--- src/wbrm_pkg.sv ---
// shared types and constants for the windowed byte rate meter
package wbrm_pkg;

    localparam int OP_W     = 2;
    localparam int TIME_W   = 32;
    localparam int AMOUNT_W = 24;
    localparam int RATE_W   = 48;
    localparam int TOTAL_W  = 64;

    localparam logic [OP_W-1:0] OP_COUNT   = 2'd0;
    localparam logic [OP_W-1:0] OP_START   = 2'd1;
    localparam logic [OP_W-1:0] OP_STOP    = 2'd2;
    localparam logic [OP_W-1:0] OP_MEASURE = 2'd3;

    localparam logic [RATE_W-1:0] RATE_MAX = {RATE_W{1'b1}};

    typedef enum logic [2:0] {
        ST_IDLE,
        ST_DISPATCH,
        ST_COUNT,
        ST_SUM,
        ST_DIV,
        ST_FIN
    } wbrm_state_t;

    typedef struct packed {
        logic load;
        logic scan_clr;
        logic cnt_run;
        logic sum_run;
        logic div_start;
        logic div_run;
        logic out_load;
    } wbrm_cmd_t;

    typedef struct packed {
        logic is_count;
        logic running;
        logic scan_done;
        logic div_done;
        logic out_free;
    } wbrm_sts_t;

endpackage

--- src/wbrm_dpath.sv ---
// timer, totals, sample slot memory with scan engine, divider and result register
module wbrm_dpath #(
    parameter int SLOTS      = 20,
    parameter int WINDOW_SEC = 20
) (
    input  logic                            aclk,
    input  logic                            aresetn,
    input  wbrm_pkg::wbrm_cmd_t             cmd,
    output wbrm_pkg::wbrm_sts_t             sts,
    input  logic [wbrm_pkg::OP_W-1:0]       s_op,
    input  logic [wbrm_pkg::TIME_W-1:0]     s_now_sec,
    input  logic [wbrm_pkg::AMOUNT_W-1:0]   s_byte_amount,
    output logic                            m_valid,
    input  logic                            m_ready,
    output logic [wbrm_pkg::RATE_W-1:0]     m_rate,
    output logic                            m_running,
    output logic [wbrm_pkg::TOTAL_W-1:0]    m_total_bytes,
    output logic [wbrm_pkg::TIME_W-1:0]     m_total_seconds
);
    import wbrm_pkg::*;

    localparam int CNT_W  = $clog2(SLOTS + 1);
    localparam int IDX_W  = (SLOTS > 1) ? $clog2(SLOTS) : 1;
    localparam int SPAN_W = $clog2(WINDOW_SEC + 1);
    localparam int SUM_W  = RATE_W + $clog2(SLOTS);
    localparam int DIV_W  = $clog2(SUM_W);
    localparam int SLOT_W = TIME_W + RATE_W;

    // transaction registers and timer state
    logic [OP_W-1:0]     op_reg;
    logic [TIME_W-1:0]   now_reg;
    logic [AMOUNT_W-1:0] amount_reg;
    logic [TIME_W-1:0]   start_reg;
    logic [TIME_W-1:0]   used_reg;
    logic [TOTAL_W-1:0]  total_reg;
    logic [CNT_W-1:0]    filled_reg;

    // slot memory
    logic [SLOT_W-1:0]   slot_mem [SLOTS];
    logic [SLOTS-1:0]    valid_reg;
    logic [SLOT_W-1:0]   rd_data_reg;
    logic                rd_valid_reg;

    // scan engine
    logic [CNT_W-1:0]    idx_reg;
    logic [IDX_W-1:0]    pend_idx_reg;
    logic                pend_reg;
    logic [SUM_W-1:0]    sum_reg;

    // divider
    logic [SUM_W-1:0]    quo_reg;
    logic [SPAN_W-1:0]   rem_reg;
    logic [DIV_W-1:0]    div_cnt_reg;

    // result register
    logic                m_valid_reg;
    logic [RATE_W-1:0]   m_rate_reg;
    logic                m_running_reg;
    logic [TOTAL_W-1:0]  m_total_bytes_reg;
    logic [TIME_W-1:0]   m_total_seconds_reg;

    logic                running;
    logic [TIME_W-1:0]   elapsed;
    logic [SPAN_W-1:0]   span;
    logic [TIME_W-1:0]   slot_stamp;
    logic [RATE_W-1:0]   slot_bytes;
    logic [TIME_W-1:0]   age;
    logic                age_neg;
    logic                stamp_eq;
    logic                stamp_old;
    logic                hit;
    logic                issue_ok;
    logic                issue;
    logic                wr_en;
    logic [RATE_W:0]     acc_sum;
    logic [RATE_W-1:0]   acc_sat;
    logic                in_window;
    logic [SPAN_W:0]     trial;
    logic                trial_ge;
    logic [RATE_W-1:0]   rate_sat;

    assign running = (start_reg != '0);

    // elapsed time clamped to one window, at least one second
    assign elapsed = now_reg - start_reg;
    always_comb begin
        priority if (elapsed[TIME_W-1] || elapsed == '0) begin
            span = SPAN_W'(1);
        end else if (elapsed < TIME_W'(WINDOW_SEC)) begin
            span = elapsed[SPAN_W-1:0];
        end else begin
            span = SPAN_W'(WINDOW_SEC);
        end
    end

    // never-written slots read as zero
    assign slot_stamp = rd_valid_reg ? rd_data_reg[SLOT_W-1:RATE_W] : '0;
    assign slot_bytes = rd_valid_reg ? rd_data_reg[RATE_W-1:0] : '0;
    assign age        = now_reg - slot_stamp;
    assign age_neg    = age[TIME_W-1];
    assign stamp_eq   = (slot_stamp == now_reg);
    assign stamp_old  = !age_neg && (age > TIME_W'(WINDOW_SEC));
    assign hit        = cmd.cnt_run && pend_reg && (stamp_eq || stamp_old);
    assign in_window  = age_neg || (age <= TIME_W'(span));

    assign acc_sum = {1'b0, slot_bytes} + (RATE_W + 1)'(amount_reg);
    assign acc_sat = acc_sum[RATE_W] ? RATE_MAX : acc_sum[RATE_W-1:0];

    always_comb begin
        if (cmd.cnt_run) begin
            issue_ok = (idx_reg <= filled_reg) && (idx_reg < CNT_W'(SLOTS));
        end else begin
            issue_ok = (idx_reg < filled_reg);
        end
    end

    assign issue = (cmd.cnt_run || cmd.sum_run) && issue_ok && !hit;
    assign wr_en = hit;

    assign sts.is_count  = (op_reg == OP_COUNT);
    assign sts.running   = running;
    assign sts.scan_done = hit || ((cmd.cnt_run || cmd.sum_run) && !pend_reg && !issue_ok);
    assign sts.div_done  = cmd.div_run && (div_cnt_reg == DIV_W'(SUM_W - 1));
    assign sts.out_free  = !m_valid_reg || m_ready;

    // transaction capture, timer and totals
    always_ff @(posedge aclk) begin
        if (!aresetn) begin
            start_reg <= '0;
            used_reg  <= '0;
            total_reg <= '0;
        end else if (cmd.load) begin
            unique case (s_op)
                OP_COUNT: begin
                    total_reg <= total_reg + TOTAL_W'(s_byte_amount);
                end
                OP_START: begin
                    if (start_reg == '0) begin
                        start_reg <= s_now_sec;
                    end
                end
                OP_STOP: begin
                    if (start_reg != '0) begin
                        used_reg  <= used_reg + (s_now_sec - start_reg);
                        start_reg <= '0;
                    end
                end
                OP_MEASURE: begin
                end
                default: begin
                end
            endcase
        end
    end

    always_ff @(posedge aclk) begin
        if (cmd.load) begin
            op_reg     <= s_op;
            now_reg    <= s_now_sec;
            amount_reg <= s_byte_amount;
        end
    end

    // slot memory: one read and one write port
    always_ff @(posedge aclk) begin
        if (wr_en) begin
            if (stamp_eq) begin
                slot_mem[pend_idx_reg] <= {now_reg, acc_sat};
            end else begin
                slot_mem[pend_idx_reg] <= {now_reg, RATE_W'(amount_reg)};
            end
        end
        if (issue) begin
            rd_data_reg <= slot_mem[idx_reg[IDX_W-1:0]];
        end
    end

    always_ff @(posedge aclk) begin
        if (!aresetn) begin
            valid_reg    <= '0;
            filled_reg   <= '0;
            rd_valid_reg <= 1'b0;
        end else begin
            if (wr_en) begin
                valid_reg[pend_idx_reg] <= 1'b1;
                if (!stamp_eq && filled_reg < CNT_W'(SLOTS)) begin
                    filled_reg <= filled_reg + CNT_W'(1);
                end
            end
            if (issue) begin
                rd_valid_reg <= valid_reg[idx_reg[IDX_W-1:0]];
            end
        end
    end

    // scan engine: read one slot per cycle, evaluate the previous read
    always_ff @(posedge aclk) begin
        if (!aresetn) begin
            idx_reg  <= '0;
            pend_reg <= 1'b0;
        end else if (cmd.load || cmd.scan_clr) begin
            idx_reg  <= '0;
            pend_reg <= 1'b0;
        end else begin
            pend_reg <= issue;
            if (issue) begin
                idx_reg <= idx_reg + CNT_W'(1);
            end
        end
    end

    always_ff @(posedge aclk) begin
        if (issue) begin
            pend_idx_reg <= idx_reg[IDX_W-1:0];
        end
    end

    always_ff @(posedge aclk) begin
        if (cmd.load || cmd.scan_clr) begin
            sum_reg <= '0;
        end else if (cmd.sum_run && pend_reg && in_window) begin
            sum_reg <= sum_reg + SUM_W'(slot_bytes);
        end
    end

    // restoring divider, one quotient bit per cycle
    assign trial    = {rem_reg, quo_reg[SUM_W-1]};
    assign trial_ge = (trial >= (SPAN_W + 1)'(span));

    always_ff @(posedge aclk) begin
        if (cmd.div_start) begin
            quo_reg     <= sum_reg;
            rem_reg     <= '0;
            div_cnt_reg <= '0;
        end else if (cmd.div_run) begin
            quo_reg     <= {quo_reg[SUM_W-2:0], trial_ge};
            rem_reg     <= trial_ge ? SPAN_W'(trial - (SPAN_W + 1)'(span))
                                    : trial[SPAN_W-1:0];
            div_cnt_reg <= div_cnt_reg + DIV_W'(1);
        end
    end

    assign rate_sat = (quo_reg > SUM_W'(RATE_MAX)) ? RATE_MAX : quo_reg[RATE_W-1:0];

    // result register
    always_ff @(posedge aclk) begin
        if (!aresetn) begin
            m_valid_reg <= 1'b0;
        end else if (cmd.out_load) begin
            m_valid_reg <= 1'b1;
        end else if (m_ready) begin
            m_valid_reg <= 1'b0;
        end
    end

    always_ff @(posedge aclk) begin
        if (cmd.out_load) begin
            m_rate_reg          <= running ? rate_sat : '0;
            m_running_reg       <= running;
            m_total_bytes_reg   <= total_reg;
            m_total_seconds_reg <= used_reg;
        end
    end

    assign m_valid         = m_valid_reg;
    assign m_rate          = m_rate_reg;
    assign m_running       = m_running_reg;
    assign m_total_bytes   = m_total_bytes_reg;
    assign m_total_seconds = m_total_seconds_reg;

endmodule

--- config.mk ---
export PLATFORM = sky130hd
export DESIGN_NAME = wbrm_dpath
export DESIGN_NICKNAME = d
export VERILOG_FILES = /design/src/wbrm_pkg.sv /design/src/wbrm_dpath.sv
export SDC_FILE = /design/constraint.sdc
export NUM_CORES = 2
export LEC_CHECK = 0
export ABC_AREA = 1
export BUFFER_PORTS_ARGS = -buffer_cell sky130_fd_sc_hd__buf_4
export CELL_PAD_IN_SITES_DETAIL_PLACEMENT = 1
export CELL_PAD_IN_SITES_GLOBAL_PLACEMENT = 1
export CORE_UTILIZATION = 53
export DETAILED_ROUTE_END_ITERATION = 12
export PLACE_DENSITY_LB_ADDON = 0.1
export SLEW_MARGIN = 25
export SYNTH_ARGS = -nofsm -noshare
export SYNTH_HDL_FRONTEND = slang
export SYNTH_SLANG_ARGS = --single-unit
--- constraint.sdc ---
create_clock -name aclk -period 17 [get_ports aclk]
set_input_delay 3.4 -clock aclk [delete_from_list [all_inputs] [get_ports aclk]]
set_output_delay 3.4 -clock aclk [all_outputs]
set_load 0.02 [all_outputs]
==> flow_summary_export.csv <==
group,metric,value,unit
worst_setup_path,worst-r2r-setup-slack,10020,ps
floorplanning,io_pins,219,
timing,fin_crit,8130,ps
clocking,cts_buffers,216,
placed_design,dpl_cell_area,101000,um2
floorplanning,coreArea,182000,um2
pwr,power_density,113,nW/um2
final_layout,largest_reg_flops,1600,
global_routing,antenna_found_initial,7,
global_routing,grt_pass1_vias,75800,
timing,clock_skew,42.6,ps
worst_setup_path,cp_slowest_cell,"edfxtp_1",
worst_setup_path,r2r-start,"now_reg[0]$_DFFE_PP_",
timing,worstMarginPinSlew,1140,ps
timing,setup_viol,0,
pwr,peakVddDrop,0.0000990,V
clocking,post-cts-setup-buffers,0,
worst_setup_path,worst_setup_path_start_kind,"flip-flop",
logic_synthesis,ys_seq_area_share,64.6,%
worst_setup_path,critPathKind,"reg -> out",
timing,grt_setup_unrepaired,"false",
worst_setup_path,reg2reg_depth,28,
clocking,clock-root-buffer,"clkbuf_16",
placed_design,port_buffers,218,
worst_setup_path,r2r-end,"sum_reg[8]$_SDFFE_PP0P_",
timing,slew_headroom,23.7,%
timing,fmax,0.123,GHz
logic_synthesis,synth_ff_type,"edfxtp_1",
global_routing,grt_max_degree,201,
detailed_routing,drt_iter0_drc,7006,
worst_setup_path,crit_chain,"inv_1 > ha_1 > inv_1 > fa_1 > nand2_1 > nand3_1 > nand3_1 > nand2_1 > nand2_1 > nand2_1 > nand2_1 > nand2_1 > nand2_1 > nor2_1 > nand2_1 > nor2_1 > nand3_2 > nand2_4 > nand3_1 > buf_4",
clocking,cts_num_sinks,2166,
final_layout,utilization,59.7,%
pwr,leakage,0.0400,uW
pwr,power,12200,uW
logic_synthesis,synth_edf_count,1941,
logic_synthesis,yosys.area.top_type_share,59.9,%
detailed_routing,drc,0,
final_layout,nets,9486,
logic_synthesis,yosysWarnings,0,
clocking,clk_pin_slew,60,ps
timing,slew_violations,0,
clocking,cts_hold_buf,0,
detailed_routing,ant_nets,0,
logic_synthesis,postSynthAreaPerCell,10.7,um2
timing,fin_crit_sh,47.8,%
logic_synthesis,yosys-top-cells-area,"edfxtp_1 60%, o21ai_0 6.1%, nor2_1 5.1%, dfxtp_1 4.6%, nand2_1 4.2%",
final_layout,drive_gt1_share,7.97,%
clocking,h-tree-depth,4,
global_routing,grt-ovfl-total,0,
placed_design,gp_congestion,0.930,
logic_synthesis,ys_ff_latch,2166,
logic_synthesis,yosysMostFrequentCell,"edfxtp_1",
logic_synthesis,synth_commonest_cells,"1941 x edfxtp_1, 1328 x nor2_1, 1192 x o21ai_0",
clocking,insertion_delay,890,ps
final_layout,syn_to_final_growth,11.4,%
worst_setup_path,end_kind,"primary output",
floorplanning,fp.dieW,430,um
placed_design,dp_slack,9300,ps
final_layout,fillCellCount,19000,
worst_setup_path,timing.critical_path.mode_cell,"nand2_1",
floorplanning,start_util,53.6,%
worst_setup_path,crit_arrival,4730,ps
detailed_routing,wl_per_cell,27.5,um
floorplanning,rows,156,
worst_setup_path,endpoint,"sts[2]",
placed_design,place_hpwl,197000,um
run,maxCapViolCount,0,
floorplanning,dieArea,185000,um2
min_path,hold_path_class,"reg -> reg",
logic_synthesis,mappedNetlistArea,97200,um2
logic_synthesis,synth_top_cell_by_area,"edfxtp_1",
logic_synthesis,synth_cell_type_count,60,
floorplanning,die_y,430,um
clocking,cts_max_path_buffers,3,
logic_synthesis,synth-async-reset-ratio,0,%
logic_synthesis,synthCells,9059,
logic_synthesis,synth_nets,9376,
timing,hold_violations,0,
detailed_routing,drt-total-wl,322000,um
timing,tns,0,ps
detailed_routing,vias,72700,
outcome,status,"finished, final reports clean",
worst_setup_path,startpoint,"now_reg[0]$_DFFE_PP_",
detailed_routing,drt-pass1-iter-count,5,
final_layout,final_area,108000,um2
timing,setup_ws,8870,ps
global_routing,track_usage,34.3,%
min_path,hold_depth,0,
worst_setup_path,cp_max_fo,21,
global_routing,grt_first_pass_wirelength,475000,um
detailed_routing,routed_via_density,6.20,
worst_setup_path,max_stage_delay,950,ps
clocking,postCtsResizedCells,0,
worst_setup_path,critPathRequiredTime,13600,ps
clocking,cts_tree,"built",
worst max-delay path, delay by kind of cell (launching register included):
family | cells | cell delay [ps]
buf+inv | 3 | 680
flops | 1 | 950
fa+ha+maj | 2 | 560
simple gates | 15 | 1670
worst min-delay path by stage:
stage	startpoint	endpoint
6_report	used_reg[26]$_SDFFE_PN0P_	m_total_seconds[26]$_DFFE_PP_
5_1_grt	used_reg[26]$_SDFFE_PN0P_	m_total_seconds[26]$_DFFE_PP_
4_1_cts	used_reg[21]$_SDFFE_PN0P_	m_total_seconds[21]$_DFFE_PP_
3_5_place_dp	used_reg[0]$_SDFFE_PN0P_	m_total_seconds[0]$_DFFE_PP_
3_3_place_gp	total_reg[61]$_SDFFE_PN0P_	m_total_bytes[61]$_DFFE_PP_
2_1_floorplan	total_reg[61]$_SDFFE_PN0P_	m_total_bytes[61]$_DFFE_PP_
layout make-up:
| cell class | count | area (um2) | share of cell area, % |
|---|---|---|---|
| multi-input combinational | 5606 | 29600 | 27.3 |
| timing repair buffer | 307 | 2420 | 2.24 |
| sequential | 2166 | 62800 | 58.0 |
| tap | 2370 | 2970 | 2.74 |
| antenna | 4 | 10.0 | 0.00924 |
| clock buffer | 275 | 5840 | 5.39 |
| clock inverter | 133 | 1340 | 1.24 |
| inverter | 872 | 3350 | 3.09 |
report_power, final:
| group | internal (uW) | switching [uW] |
|---|---|---|
| clock network | 2740 | 2120 |
| registers | 5990 | 84.5 |
| logic | 371 | 889 |
through the flow:
step                hold WS [ps]  instances
floorplan                    408       9059
global placement             419      11300
detailed placement           418      11300
CTS                          435      11700
global route                 433      11700
finish                       423      11700
layer usage:
metal,vias to the layer above,routed length [um],track usage (%)
met3,694,19600,4.65
li1,32300,-,-
met2,2731,161000,59.2
met4,2,15300,16.0
met1,37000,126000,42.9
met5,-,13,0
cell usage in the layout (no fill, tap or decap), types with 20 or more instances in the layout:
| cell | netlist | routed |
|---|---|---|
| a221oi_1 | 74 | 74 |
| o21ai_1 | 20 | 20 |
| a21o_1 | 26 | 26 |
| a21oi_1 | 399 | 399 |
| clkbuf_16 | 0 | 224 |
| xnor2_1 | 53 | 53 |
| nand4_1 | 76 | 76 |
| buf_4 | 6 | 296 |
| clkinv_2 | 0 | 56 |
| nor2_1 | 1328 | 1322 |
| clkbuf_1 | 359 | 47 |
| nand2_1 | 1083 | 1079 |
| nor4_1 | 23 | 23 |
| edfxtp_1 | 1941 | 1941 |
| ha_1 | 212 | 212 |
| bufinv_16 | 0 | 20 |
| xor2_1 | 108 | 108 |
| fa_1 | 37 | 37 |
| o21ai_0 | 1192 | 1192 |
| nand3_1 | 192 | 192 |
| a22o_1 | 78 | 78 |
| dfxtp_1 | 225 | 221 |
| clkinv_1 | 3 | 31 |
| inv_1 | 848 | 827 |
| o22ai_1 | 435 | 435 |
| nor3_1 | 75 | 74 |
| a31oi_1 | 43 | 43 |
kinds of logic (layout without fill, tap and decap cells):
family	count (synthesis)	in the layout	synth area share (%)
AND/OR/NAND/NOR	2844	2844	11.8
AO/OA/AOI/OAI	2352	2352	13.6
flip-flops	2166	2166	64.6
buffers and inverters	1287	1587	5.04
adder cells (fa/ha/maj)	249	249	3.49
XOR/XNOR	161	161	1.45
other	0	4	0
Note: power is estimated with default switching activity, not from simulation.
