**src/wbrm_pkg.sv**
```systemverilog
// shared types and constants for the windowed byte rate meter
package wbrm_pkg;

    localparam int OP_W     = 2;
    localparam int TIME_W   = 32;
    localparam int AMOUNT_W = 24;
    localparam int RATE_W   = 48;
    localparam int TOTAL_W  = 64;

    localparam logic [OP_W-1:0] OP_COUNT   = 2'd0;
    localparam logic [OP_W-1:0] OP_START   = 2'd1;
    localparam logic [OP_W-1:0] OP_STOP    = 2'd2;
    localparam logic [OP_W-1:0] OP_MEASURE = 2'd3;

    localparam logic [RATE_W-1:0] RATE_MAX = {RATE_W{1'b1}};

    typedef enum logic [2:0] {
        ST_IDLE,
        ST_DISPATCH,
        ST_COUNT,
        ST_SUM,
        ST_DIV,
        ST_FIN
    } wbrm_state_t;

    typedef struct packed {
        logic load;
        logic scan_clr;
        logic cnt_run;
        logic sum_run;
        logic div_start;
        logic div_run;
        logic out_load;
    } wbrm_cmd_t;

    typedef struct packed {
        logic is_count;
        logic running;
        logic scan_done;
        logic div_done;
        logic out_free;
    } wbrm_sts_t;

endpackage

```
**src/wbrm_ctrl.sv**
```systemverilog
// sequencer: accept, slot update scan, window sum scan, divide, result hand-off
module wbrm_ctrl (
    input  logic                aclk,
    input  logic                aresetn,
    input  logic                s_valid,
    output logic                s_ready,
    input  wbrm_pkg::wbrm_sts_t sts,
    output wbrm_pkg::wbrm_cmd_t cmd
);
    import wbrm_pkg::*;

    wbrm_state_t state_reg;
    wbrm_state_t state_next;

    always_ff @(posedge aclk) begin
        if (!aresetn) begin
            state_reg <= ST_IDLE;
        end else begin
            state_reg <= state_next;
        end
    end

    always_comb begin
        cmd        = '0;
        s_ready    = 1'b0;
        state_next = state_reg;
        unique case (state_reg)
            ST_IDLE: begin
                s_ready = 1'b1;
                if (s_valid) begin
                    cmd.load   = 1'b1;
                    state_next = ST_DISPATCH;
                end
            end
            ST_DISPATCH: begin
                priority if (sts.is_count) begin
                    state_next = ST_COUNT;
                end else if (sts.running) begin
                    state_next = ST_SUM;
                end else begin
                    state_next = ST_FIN;
                end
            end
            ST_COUNT: begin
                cmd.cnt_run = 1'b1;
                if (sts.scan_done) begin
                    cmd.scan_clr = 1'b1;
                    state_next   = sts.running ? ST_SUM : ST_FIN;
                end
            end
            ST_SUM: begin
                cmd.sum_run = 1'b1;
                if (sts.scan_done) begin
                    cmd.div_start = 1'b1;
                    state_next    = ST_DIV;
                end
            end
            ST_DIV: begin
                cmd.div_run = 1'b1;
                if (sts.div_done) begin
                    state_next = ST_FIN;
                end
            end
            ST_FIN: begin
                if (sts.out_free) begin
                    cmd.out_load = 1'b1;
                    state_next   = ST_IDLE;
                end
            end
            default: begin
                state_next = ST_IDLE;
            end
        endcase
    end

endmodule

```
**config.mk**
```make
export PLATFORM = sky130hd
export DESIGN_NAME = wbrm_ctrl
export DESIGN_NICKNAME = d
export VERILOG_FILES = /design/src/wbrm_pkg.sv /design/src/wbrm_ctrl.sv
export SDC_FILE = /design/constraint.sdc
export NUM_CORES = 1
export LEC_CHECK = 0
export BUFFER_PORTS_ARGS = -buffer_cell sky130_fd_sc_hd__buf_2
export CORE_AREA = 2 2 39 41
export DETAILED_ROUTE_END_ITERATION = 12
export DIE_AREA = 0 0 41 43
export GPL_TIMING_DRIVEN = 0
export MAX_ROUTING_LAYER = met4
export PLACE_DENSITY = 0.45
export SYNTH_ARGS = -nofsm -noshare
export SYNTH_HDL_FRONTEND = slang
export SYNTH_SLANG_ARGS = --single-unit
```
**constraint.sdc**
```tcl
create_clock -name aclk -period 1.5 [get_ports aclk]
set_input_delay 0.075 -clock aclk [delete_from_list [all_inputs] [get_ports aclk]]
set_output_delay 0.075 -clock aclk [all_outputs]
set_load 0.05 [all_outputs]
```
==> metrics.cfg, run 1 <==
[routing]
wl_per_cell_um=8.99
vias_per_cell=4.32
drc=0
ant_nets=0
vias=307
drt-pass1-iter-count=4
wl_um=638
drt_iter0_markers=2

[power]
pwr-share-clk=0.256
power_switching_w=0.000245
cellPowerDensity_mw_per_mm2=1310
netSwitchingFraction=0.458
p_seq_frac=0.226
peakVddDrop_v=0.000309
p_comb_frac=0.518
p_int_w=0.000290
p_leak_nw=0.188

[yosys]
synth_cell_types=18
ys_warn_count=0
synth_top_area_frac=0.240
yosysTopAreaCell=dfxtp_1
ys_seq_elements=3
synthTopCellsByArea=dfxtp_1 (24%), nor2_1 (9.0%), a21oi_1 (8.0%), and2_1 (7.5%), nor3b_1 (6.0%)
syn_area_um2=250
syn_inst=36
avgSynthCellArea_um2=6.95
syn_nets=44
yosysSeqAreaShare=0.240

[floorplanning]
die_y_um=43
fp-row-count=14
die-area_mm2=0.00176
core_area_mm2=0.00138
initial_utilization=0.181
die_w_um=41
io_pins=16

[hold_path]
hp-class=primary input to register

[timing]
finalHoldViolations=0
setup_viol=0
report.final.slew_viol_count=0
finClkSkew_ns=0.00309
timing.final.crit_share=0.933
max_freq_mhz=715
hold_slack_ns=0.120
worstMarginPinSlew_ns=0.249
fin_crit_ns=1.40
slew_headroom=0.835
rsz0062_at_grt=false

[run]
maxCapViolCount=0

[global_route]
grt_first_pass_wirelength_um=1040
grt_start_max_net_pins=11
grt_use_total=0.0885
antenna_found_initial=0
first_global_vias=294
gr-total-overflow=0

[clock_tree]
postCtsHoldBufs=0
cts_setup_buffers=0
clockBufferDepth=2
cts_tree=done
clk_pin_slew_ns=0.04
cts.sinks=3
worst_skew_pair.late_latency_ns=0.23
cts_root_buf=clkbuf_4
cts_buffers=3
cts_max_level=1

[critical_path]
crit_required_ns=1.42
cp.arrival_ns=1.32
end_kind=output pin
rrSetupSlack_ns=0.22
critPathLaunchType=register
critical_path_class=register to output pin
path_max_fanout=9

[placed_design]
numPortBuffers=15
dp_hpwl_um=513
dpl-instance-area_um2=377
finalWeightedCongestion=0.613

[cells_and_area]
drive_above_1_share=0.509
area.growth.synth_to_final_pct=63.0
multiInputGateArea_um2=201
regArea_um2=62.6
nFillCells=159
layout.nets=64
final_cell_area_um2=408
largest_reg_flops=3
antenna_cells=0
post-route-util=0.295

[status]
outcome=completed

synthesized netlist by cell type:
master / n
nand2_1: 1
o21ai_2: 1
nor3_1: 2
or4_1: 1
a21oi_1: 4
buf_6: 1
and2_1: 3
o21bai_1: 1
nand3_1: 1
dfxtp_1: 3
nor3b_1: 2
nor2_1: 6
o211ai_2: 1
nand2b_1: 2
o21ai_0: 2
inv_1: 3
nand3b_1: 1
o22ai_1: 1
what timing repair did:
item,in CTS,in global routing
hold endpoints to repair,0,0
pin swaps,0,0
gates resized for setup,2,1
cloned,0,0
setup endpoints to repair,1,1
layout make-up:
type	instances	share of cell area
Clock buffer	4	0.0644
Timing Repair Buffer	15	0.184
Tap cell	16	0.0491
Multi-Input combinational cell	29	0.494
Buffer	1	0.0276
Inverter	3	0.0276
Sequential cell	3	0.153
cells by family (layout without fill, tap and decap cells):
family | count (synthesis) | after routing | share of synthesized area
and+or+nand+nor | 19 | 19 | 0.410
buffers and inverters | 4 | 23 | 0.0900
AOI/OAI and AO/OA | 10 | 10 | 0.260
DFF | 3 | 3 | 0.240
routing by layer:
| metal | track usage | part of all wire |
|---|---|---|
| met5 | - | 0 |
| met4 | 0.0600 | 0 |
| met3 | 0.0157 | 0.061 |
| met2 | 0.153 | 0.52 |
| met1 | 0.0804 | 0.42 |
power groups by stage:
stage / Combinational, W / Sequential [W] / Clock [W]
2_1_floorplan: 0.000226 / 0.000114 / 0
3_3_place_gp: 0.000279 / 0.000120 / 0
3_5_place_dp: 0.000278 / 0.000120 / 0
4_1_cts: 0.000279 / 0.000120 / 0.000144
5_1_grt: 0.000299 / 0.000125 / 0.000160
6_report: 0.000277 / 0.000121 / 0.000137
worst paths after layout:
kind,start,end,cells after the start
max,state_reg[2],cmd[2],4
min,aresetn,state_reg[2],3
max reg2reg,state_reg[0],state_reg[0],4
min reg2reg,state_reg[2],state_reg[1],1
worst max-delay path: stages, from the launching register on:
cell      delay [ns]
dfxtp_2         0.37
nand2b_2        0.25
nor2_4          0.09
and2_2          0.13
buf_2           0.25
through the flow:
stage | worst slack [ns] | instances | setup TNS [ns] | power, W
after floorplan | -0.0982 | 36 | -0.0982 | 0.000340
after global placement | 0.174 | 67 | 0 | 0.000399
after detailed placement | 0.172 | 67 | 0 | 0.000397
after CTS | 0.0544 | 71 | 0 | 0.000543
after global routing | 0.0210 | 71 | 0 | 0.000584
final | 0.101 | 71 | 0 | 0.000536
placed cells by master, fill, tap and decap left out:
master     n
a21oi_1    4
and2_1     2
and2_2     1
buf_2     15
buf_6      1
clkbuf_1   1
clkbuf_4   3
dfxtp_1    1
dfxtp_2    2
inv_1      3
nand2_1    1
nand2b_1   1
nand2b_2   1
nand3_1    1
nand3b_1   1
nor2_1     5
nor2_4     1
nor3_1     1
nor3_4     1
nor3b_1    1
nor3b_4    1
o211ai_2   1
o21ai_0    2
o21ai_2    1
o21bai_1   1
o22ai_1    1
or4_1      1
No activity file was read; power rests on OpenSTA's default activity.
==> run 2, diff against run 1 <==
--- a/config.mk
+++ b/config.mk
@@ -9,7 +9,6 @@
 export CORE_AREA = 2 2 39 41
 export DETAILED_ROUTE_END_ITERATION = 12
 export DIE_AREA = 0 0 41 43
-export GPL_TIMING_DRIVEN = 0
 export MAX_ROUTING_LAYER = met4
 export PLACE_DENSITY = 0.45
 export SYNTH_ARGS = -nofsm -noshare
==> metrics.cfg, run 2 (synthesized netlist as in run 1, its figures left out) <==
[cells_and_area]
final_cell_mix=buf_2 (14), nor2_1 (5), a21oi_1 (4), clkbuf_4 (4)
final_cell_area_um2=408  ; unchanged
area.growth.synth_to_final_pct=63.0  ; unchanged
nFillCells=162  ; +1.9%
antenna_cells=0  ; unchanged
largest_reg_flops=3  ; unchanged
layout.nets=64  ; unchanged
drive_above_1_share=0.527  ; +0.0182
layout_commonest_cell=buf_2
instances_no_fill=71  ; unchanged
post-route-util=0.295  ; unchanged

[floorplanning]
fp-row-count=14  ; unchanged
die-area_mm2=0.00176  ; unchanged
io_pins=16  ; unchanged
die_y_um=43  ; unchanged
die_w_um=41  ; unchanged
core_area_mm2=0.00138  ; unchanged
initial_utilization=0.181  ; unchanged

[placed_design]
dpl-instance-area_um2=373  ; -1.0%
placedCellCount=67  ; unchanged
numPortBuffers=15  ; unchanged
dp_hpwl_um=542  ; +5.8%
finalWeightedCongestion=0.607  ; -0.95%

[power]
p_seq_frac=0.246  ; +0.020
p_comb_frac=0.495  ; -0.023
power_switching_w=0.000247  ; +0.75%
netSwitchingFraction=0.461  ; +0.00306
finalPower_w=0.000536  ; about the same
pwr-share-clk=0.260  ; +0.004
peakVddDrop_v=0.000322  ; +4.0%
p_int_w=0.000289  ; -0.49%
cellPowerDensity_mw_per_mm2=1310  ; about the same
p_leak_nw=0.186  ; -0.74%

[clock_tree]
cts.sinks=3  ; unchanged
cts_setup_buffers=0  ; unchanged
clk_pin_slew_ns=0.04  ; about the same
clockBufferDepth=2  ; unchanged
cts_max_level=1  ; unchanged
cts_tree=done
worst_skew_pair.late_latency_ns=0.23  ; about the same
cts_buffers=3  ; unchanged
cts_root_buf=clkbuf_4

[critical_path]
critPathLaunchType=register
critical_path_class=register to output pin
path_max_fanout=9  ; unchanged
r2r_cells=3  ; -1
cp.arrival_ns=1.32  ; about the same
crit_required_ns=1.42  ; about the same
rrSetupSlack_ns=0.30  ; +0.08 ns
crit_start=state_reg[2]
end_kind=output pin
r2r_start=state_reg[1]

[routing]
drt-pass1-iter-count=3  ; -1
wl_um=662  ; +3.8%
vias_per_cell=4.34  ; +0.33%
drc=0  ; unchanged
ant_nets=0  ; unchanged
drt_iter0_markers=1  ; -1
wl_per_cell_um=9.32  ; +3.8%
vias=308  ; +0.33%

[global_route]
gr-total-overflow=0  ; unchanged
grt_use_met2=0.156  ; +0.00312
first_global_vias=279  ; -5.1%
grt_use_total=0.0976  ; +0.00916
antenna_found_initial=0  ; unchanged
grt_first_pass_wirelength_um=1120  ; +7.9%
grt_start_max_net_pins=10  ; -1
grt_use_met3=0.0157  ; unchanged
gr-usage-met1=0.0962  ; +0.0158
top_usage_layer=met2

[timing]
worstMarginPinSlew_ns=0.248  ; -0.000704 ns
finClkSkew_ns=0.00332  ; +0.000222 ns
timing.final.crit_share=0.929  ; -0.00344
max_freq_mhz=718  ; +0.37%
setup_viol=0  ; unchanged
finalHoldViolations=0  ; unchanged
slew_headroom=0.836  ; about the same
rsz0062_at_grt=false
fin_crit_ns=1.39  ; -0.00516 ns
report.final.slew_viol_count=0  ; unchanged

[hold_path]
hp-class=primary input to register
min_from=aresetn
whs_path_depth=3  ; unchanged

[status]
outcome=completed

[run]
maxCapViolCount=0  ; unchanged

run 2: path summary, 6_finish.rpt:
kind,to
max,cmd[2]
min,state_reg[0]
max reg2reg,state_reg[0]
min reg2reg,state_reg[0]
run 2: worst max-delay path, cell delays in order, from the launching register on:
cell	delay, ns
dfxtp_2	0.37
nand2b_2	0.25
nor2_4	0.09
and2_2	0.13
buf_2	0.25
run 2: power groups by stage:
stage,clock network (W),logic (W),registers [W]
detailed placement,0,0.000265,0.000128
finish,0.000139,0.000265,0.000132
global route,0.000156,0.000287,0.000137
floorplan,0,0.000226,0.000114
CTS,0.000146,0.000266,0.000129
global placement,0,0.000265,0.000128
run 2: final cells by class:
cell class / instances / area [µm²] / area share
inverter: 3 / 11.3 / 0.0276
clock buffer: 4 / 26.3 / 0.0644
tap: 16 / 20.0 / 0.0491
timing repair buffer: 16 / 85.1 / 0.209
multi-input combinational: 29 / 201 / 0.494
sequential: 3 / 63.8 / 0.156
run 2: stage by stage:
stage	hold slack, ns	setup TNS (ns)	setup slack, ns
finish	0.124	0	0.106
global placement	0.364	0	0.203
floorplan	0.221	-0.0982	-0.0982
detailed placement	0.362	0	0.185
global route	0.122	0	0.0160
CTS	0.121	0	0.0607
run 2: layer usage:
| layer | share of wire | vias to the layer above |
|---|---|---|
| met5 | 0 | - |
| met4 | 0 | 0 |
| met3 | 0.054 | 0 |
| met2 | 0.55 | 9 |
| met1 | 0.39 | 134 |
| li1 | - | 165 |
run 2: repair_timing:
| item | CTS | global route |
|---|---|---|
| setup endpoints to repair | 1 | 2 |
| hold buffers | 0 | 0 |
| resized for setup | 2 | 3 |
==> run 3, diff against run 2 <==
--- a/config.mk
+++ b/config.mk
@@ -5,12 +5,14 @@
 export SDC_FILE = /design/constraint.sdc
 export NUM_CORES = 1
 export LEC_CHECK = 0
+export ABC_AREA = 1
 export BUFFER_PORTS_ARGS = -buffer_cell sky130_fd_sc_hd__buf_2
 export CORE_AREA = 2 2 39 41
 export DETAILED_ROUTE_END_ITERATION = 12
 export DIE_AREA = 0 0 41 43
+export GPL_TIMING_DRIVEN = 0
 export MAX_ROUTING_LAYER = met4
-export PLACE_DENSITY = 0.45
+export PLACE_DENSITY = 0.5
 export SYNTH_ARGS = -nofsm -noshare
 export SYNTH_HDL_FRONTEND = slang
 export SYNTH_SLANG_ARGS = --single-unit
==> constraint.sdc (replaced) <==
create_clock -name aclk -period 1.4 [get_ports aclk]
set_input_delay 0.07 -clock aclk [delete_from_list [all_inputs] [get_ports aclk]]
set_output_delay 0.07 -clock aclk [all_outputs]
set_load 0.05 [all_outputs]
==> metrics.cfg, run 3 <==
[routing]
drc=0  ; unchanged
wl_um=742  ; +12%
wl_per_cell_um=8.07  ; -13%
ant_nets=0  ; unchanged
vias=376  ; +22%
drt-pass1-iter-count=4  ; +1
vias_per_cell=4.09  ; -5.8%
drt_iter0_markers=2  ; +1

[global_route]
grt_start_max_net_pins=10  ; unchanged
gr-total-overflow=0  ; unchanged
first_global_vias=319  ; +14%
grt_first_pass_wirelength_um=1120  ; +0.63%
antenna_found_initial=0  ; unchanged
grt_use_total=0.0997  ; +0.00206

[clock_tree]
cts_root_buf=clkbuf_4
cts.sinks=3  ; unchanged
worst_skew_pair.late_latency_ns=0.23  ; about the same
cts_max_level=1  ; unchanged
cts_tree=done
cts_buffers=3  ; unchanged
clk_pin_slew_ns=0.04  ; about the same
clockBufferDepth=2  ; unchanged

[critical_path]
crit_required_ns=1.33  ; -0.09 ns
cp.arrival_ns=1.24  ; -0.08 ns
end_kind=output pin
critical_path_class=register to output pin
path_max_fanout=7  ; -2
critPathLaunchType=register

[cells_and_area]
nFillCells=162  ; unchanged
antenna_cells=0  ; unchanged
largest_reg_flops=3  ; unchanged
layout.nets=85  ; +33%
area.growth.synth_to_final_pct=52.6
final_cell_mix=buf_2 (11), inv_1 (10), nand2_1 (7), nand3_1 (7), buf_4 (6)
final_cell_area_um2=483  ; +18%
layout_commonest_cell=buf_2
drive_above_1_share=0.447  ; -0.0799

[floorplanning]
initial_utilization=0.229  ; +0.0479
fp-row-count=14  ; unchanged
die_w_um=41  ; unchanged
io_pins=16  ; unchanged
core_area_mm2=0.00138  ; unchanged
die-area_mm2=0.00176  ; unchanged
die_y_um=43  ; unchanged

[power]
p_comb_frac=0.695  ; +0.200
p_seq_frac=0.155  ; -0.091
cellPowerDensity_mw_per_mm2=2070  ; +57%
netSwitchingFraction=0.539  ; +0.0781
pwr-share-clk=0.150  ; -0.110
power_switching_w=0.000538  ; +120%
p_int_w=0.000460  ; +59%
peakVddDrop_v=0.000541  ; +68%
p_leak_nw=0.271  ; +45%

[yosys]
syn_area_um2=317  ; +27%
ys_seq_elements=3  ; unchanged
avgSynthCellArea_um2=5.86  ; -16%
synth_top_area_frac=0.190  ; -0.0503
synthTopCellsByArea=dfxtp_1 (19%), inv_1 (12%), nand3_1 (11%), nand2_1 (8.3%), nor2_4 (7.1%)
yosysTopAreaCell=dfxtp_1
ys_top_cells_by_count=inv_1 (10), nand2_1 (7), nand3_1 (7), nor2_1 (5)
synth_cell_types=17  ; -1
post-synth-top-count-cell=inv_1
syn_nets=62  ; +41%
synth-async-reset-ratio=0  ; unchanged
yosysSeqAreaShare=0.190  ; -0.0503
ys_warn_count=0  ; unchanged
synth_flop_cell=dfxtp_1
synth_edf_count=0  ; unchanged
syn_inst=54  ; +50%

[timing]
max_freq_mhz=766
setup_viol=0  ; unchanged
slew_headroom=0.825  ; -0.0107
fin_tns_setup_ns=0  ; unchanged
rsz0062_at_grt=false
finClkSkew_ns=0.00324  ; -0.0000706 ns
timing.final.crit_share=0.932
worstMarginPinSlew_ns=0.262  ; +0.0140 ns
report.final.slew_viol_count=0  ; unchanged
fin_crit_ns=1.31
hold_slack_ns=0.0964  ; -0.0277 ns
finalHoldViolations=0  ; unchanged

[placed_design]
dp_hpwl_um=606  ; +12%
finalWeightedCongestion=0.728  ; +20%
dpl-instance-area_um2=424  ; +14%
numPortBuffers=15  ; unchanged

[status]
outcome=completed

[run]
maxCapViolCount=0  ; unchanged

[hold_path]
hp-class=primary input to register

-- run 3: cells by family after synthesis --
| logic type | Yosys count | synth area share |
|---|---|---|
| simple gates | 31 | 0.530 |
| flops | 3 | 0.190 |
| compound gates | 5 | 0.0790 |
| buf+inv | 15 | 0.202 |
-- run 3: power groups by stage --
| stage | Sequential [W] | Combinational, W | Clock (W) |
|---|---|---|---|
| 3_3_place_gp | 0.000156 | 0.000646 | 0 |
| 4_1_cts | 0.000155 | 0.000647 | 0.000161 |
| 3_5_place_dp | 0.000156 | 0.000644 | 0 |
| 6_report | 0.000155 | 0.000693 | 0.000150 |
| 2_1_floorplan | 0.000149 | 0.000536 | 0 |
| 5_1_grt | 0.000158 | 0.000760 | 0.000166 |
-- run 3: worst paths after layout --
| check | from | to | slack, ns | cells after the start |
|---|---|---|---|---|
| hold / removal | aresetn | state_reg[1] | 0.1 | 3 |
| setup / recovery | state_reg[2] | cmd[5] | 0.09 | 6 |
| hold reg to reg | state_reg[1] | state_reg[1] | 0.59 | 2 |
| setup reg to reg | state_reg[2] | state_reg[0] | 0.16 | 7 |
-- run 3: worst max-delay path, cell delays in order (launching register included) --
cell	delay, ns
dfxtp_1	0.37
inv_2	0.13
nand2_2	0.07
nor2_4	0.12
inv_2	0.06
nor2_4	0.06
buf_4	0.19
-- run 3: area by class of cell --
class                      instances  area (µm²)  share of cell area
clock buffer                       4        26.3              0.0544
tap                               16        20.0              0.0415
sequential                         3        60.1               0.124
timing repair buffer              18         108               0.223
inverter                          14        52.6               0.109
multi-input combinational         36         205               0.425
buffer                             1        11.3              0.0233
-- run 3: routing by layer --
metal  global-route usage  vias to the layer above  share of wire
li1                     -                      210              -
met1                0.103                      151           0.42
met2                0.147                       13           0.48
met3               0.0157                        2          0.090
met4                0.100                        0         0.0081
met5                    -                        -              0
-- run 3: stage by stage --
step,power [W],util,cells,setup WS (ns)
6_report,0.000997,0.349,92,0.0947
5_1_grt,0.00108,0.349,92,0.000675
3_3_place_gp,0.000802,0.307,85,0.243
3_5_place_dp,0.000800,0.307,85,0.239
4_1_cts,0.000963,0.327,89,0.0298
2_1_floorplan,0.000685,-,54,0.0350
-- run 3: repair_timing --
item                       CTS  global route
hold buffers                 0             0
cloned                       0             0
setup buffers                0             3
resized for setup            1             5
setup endpoints to repair    1             4
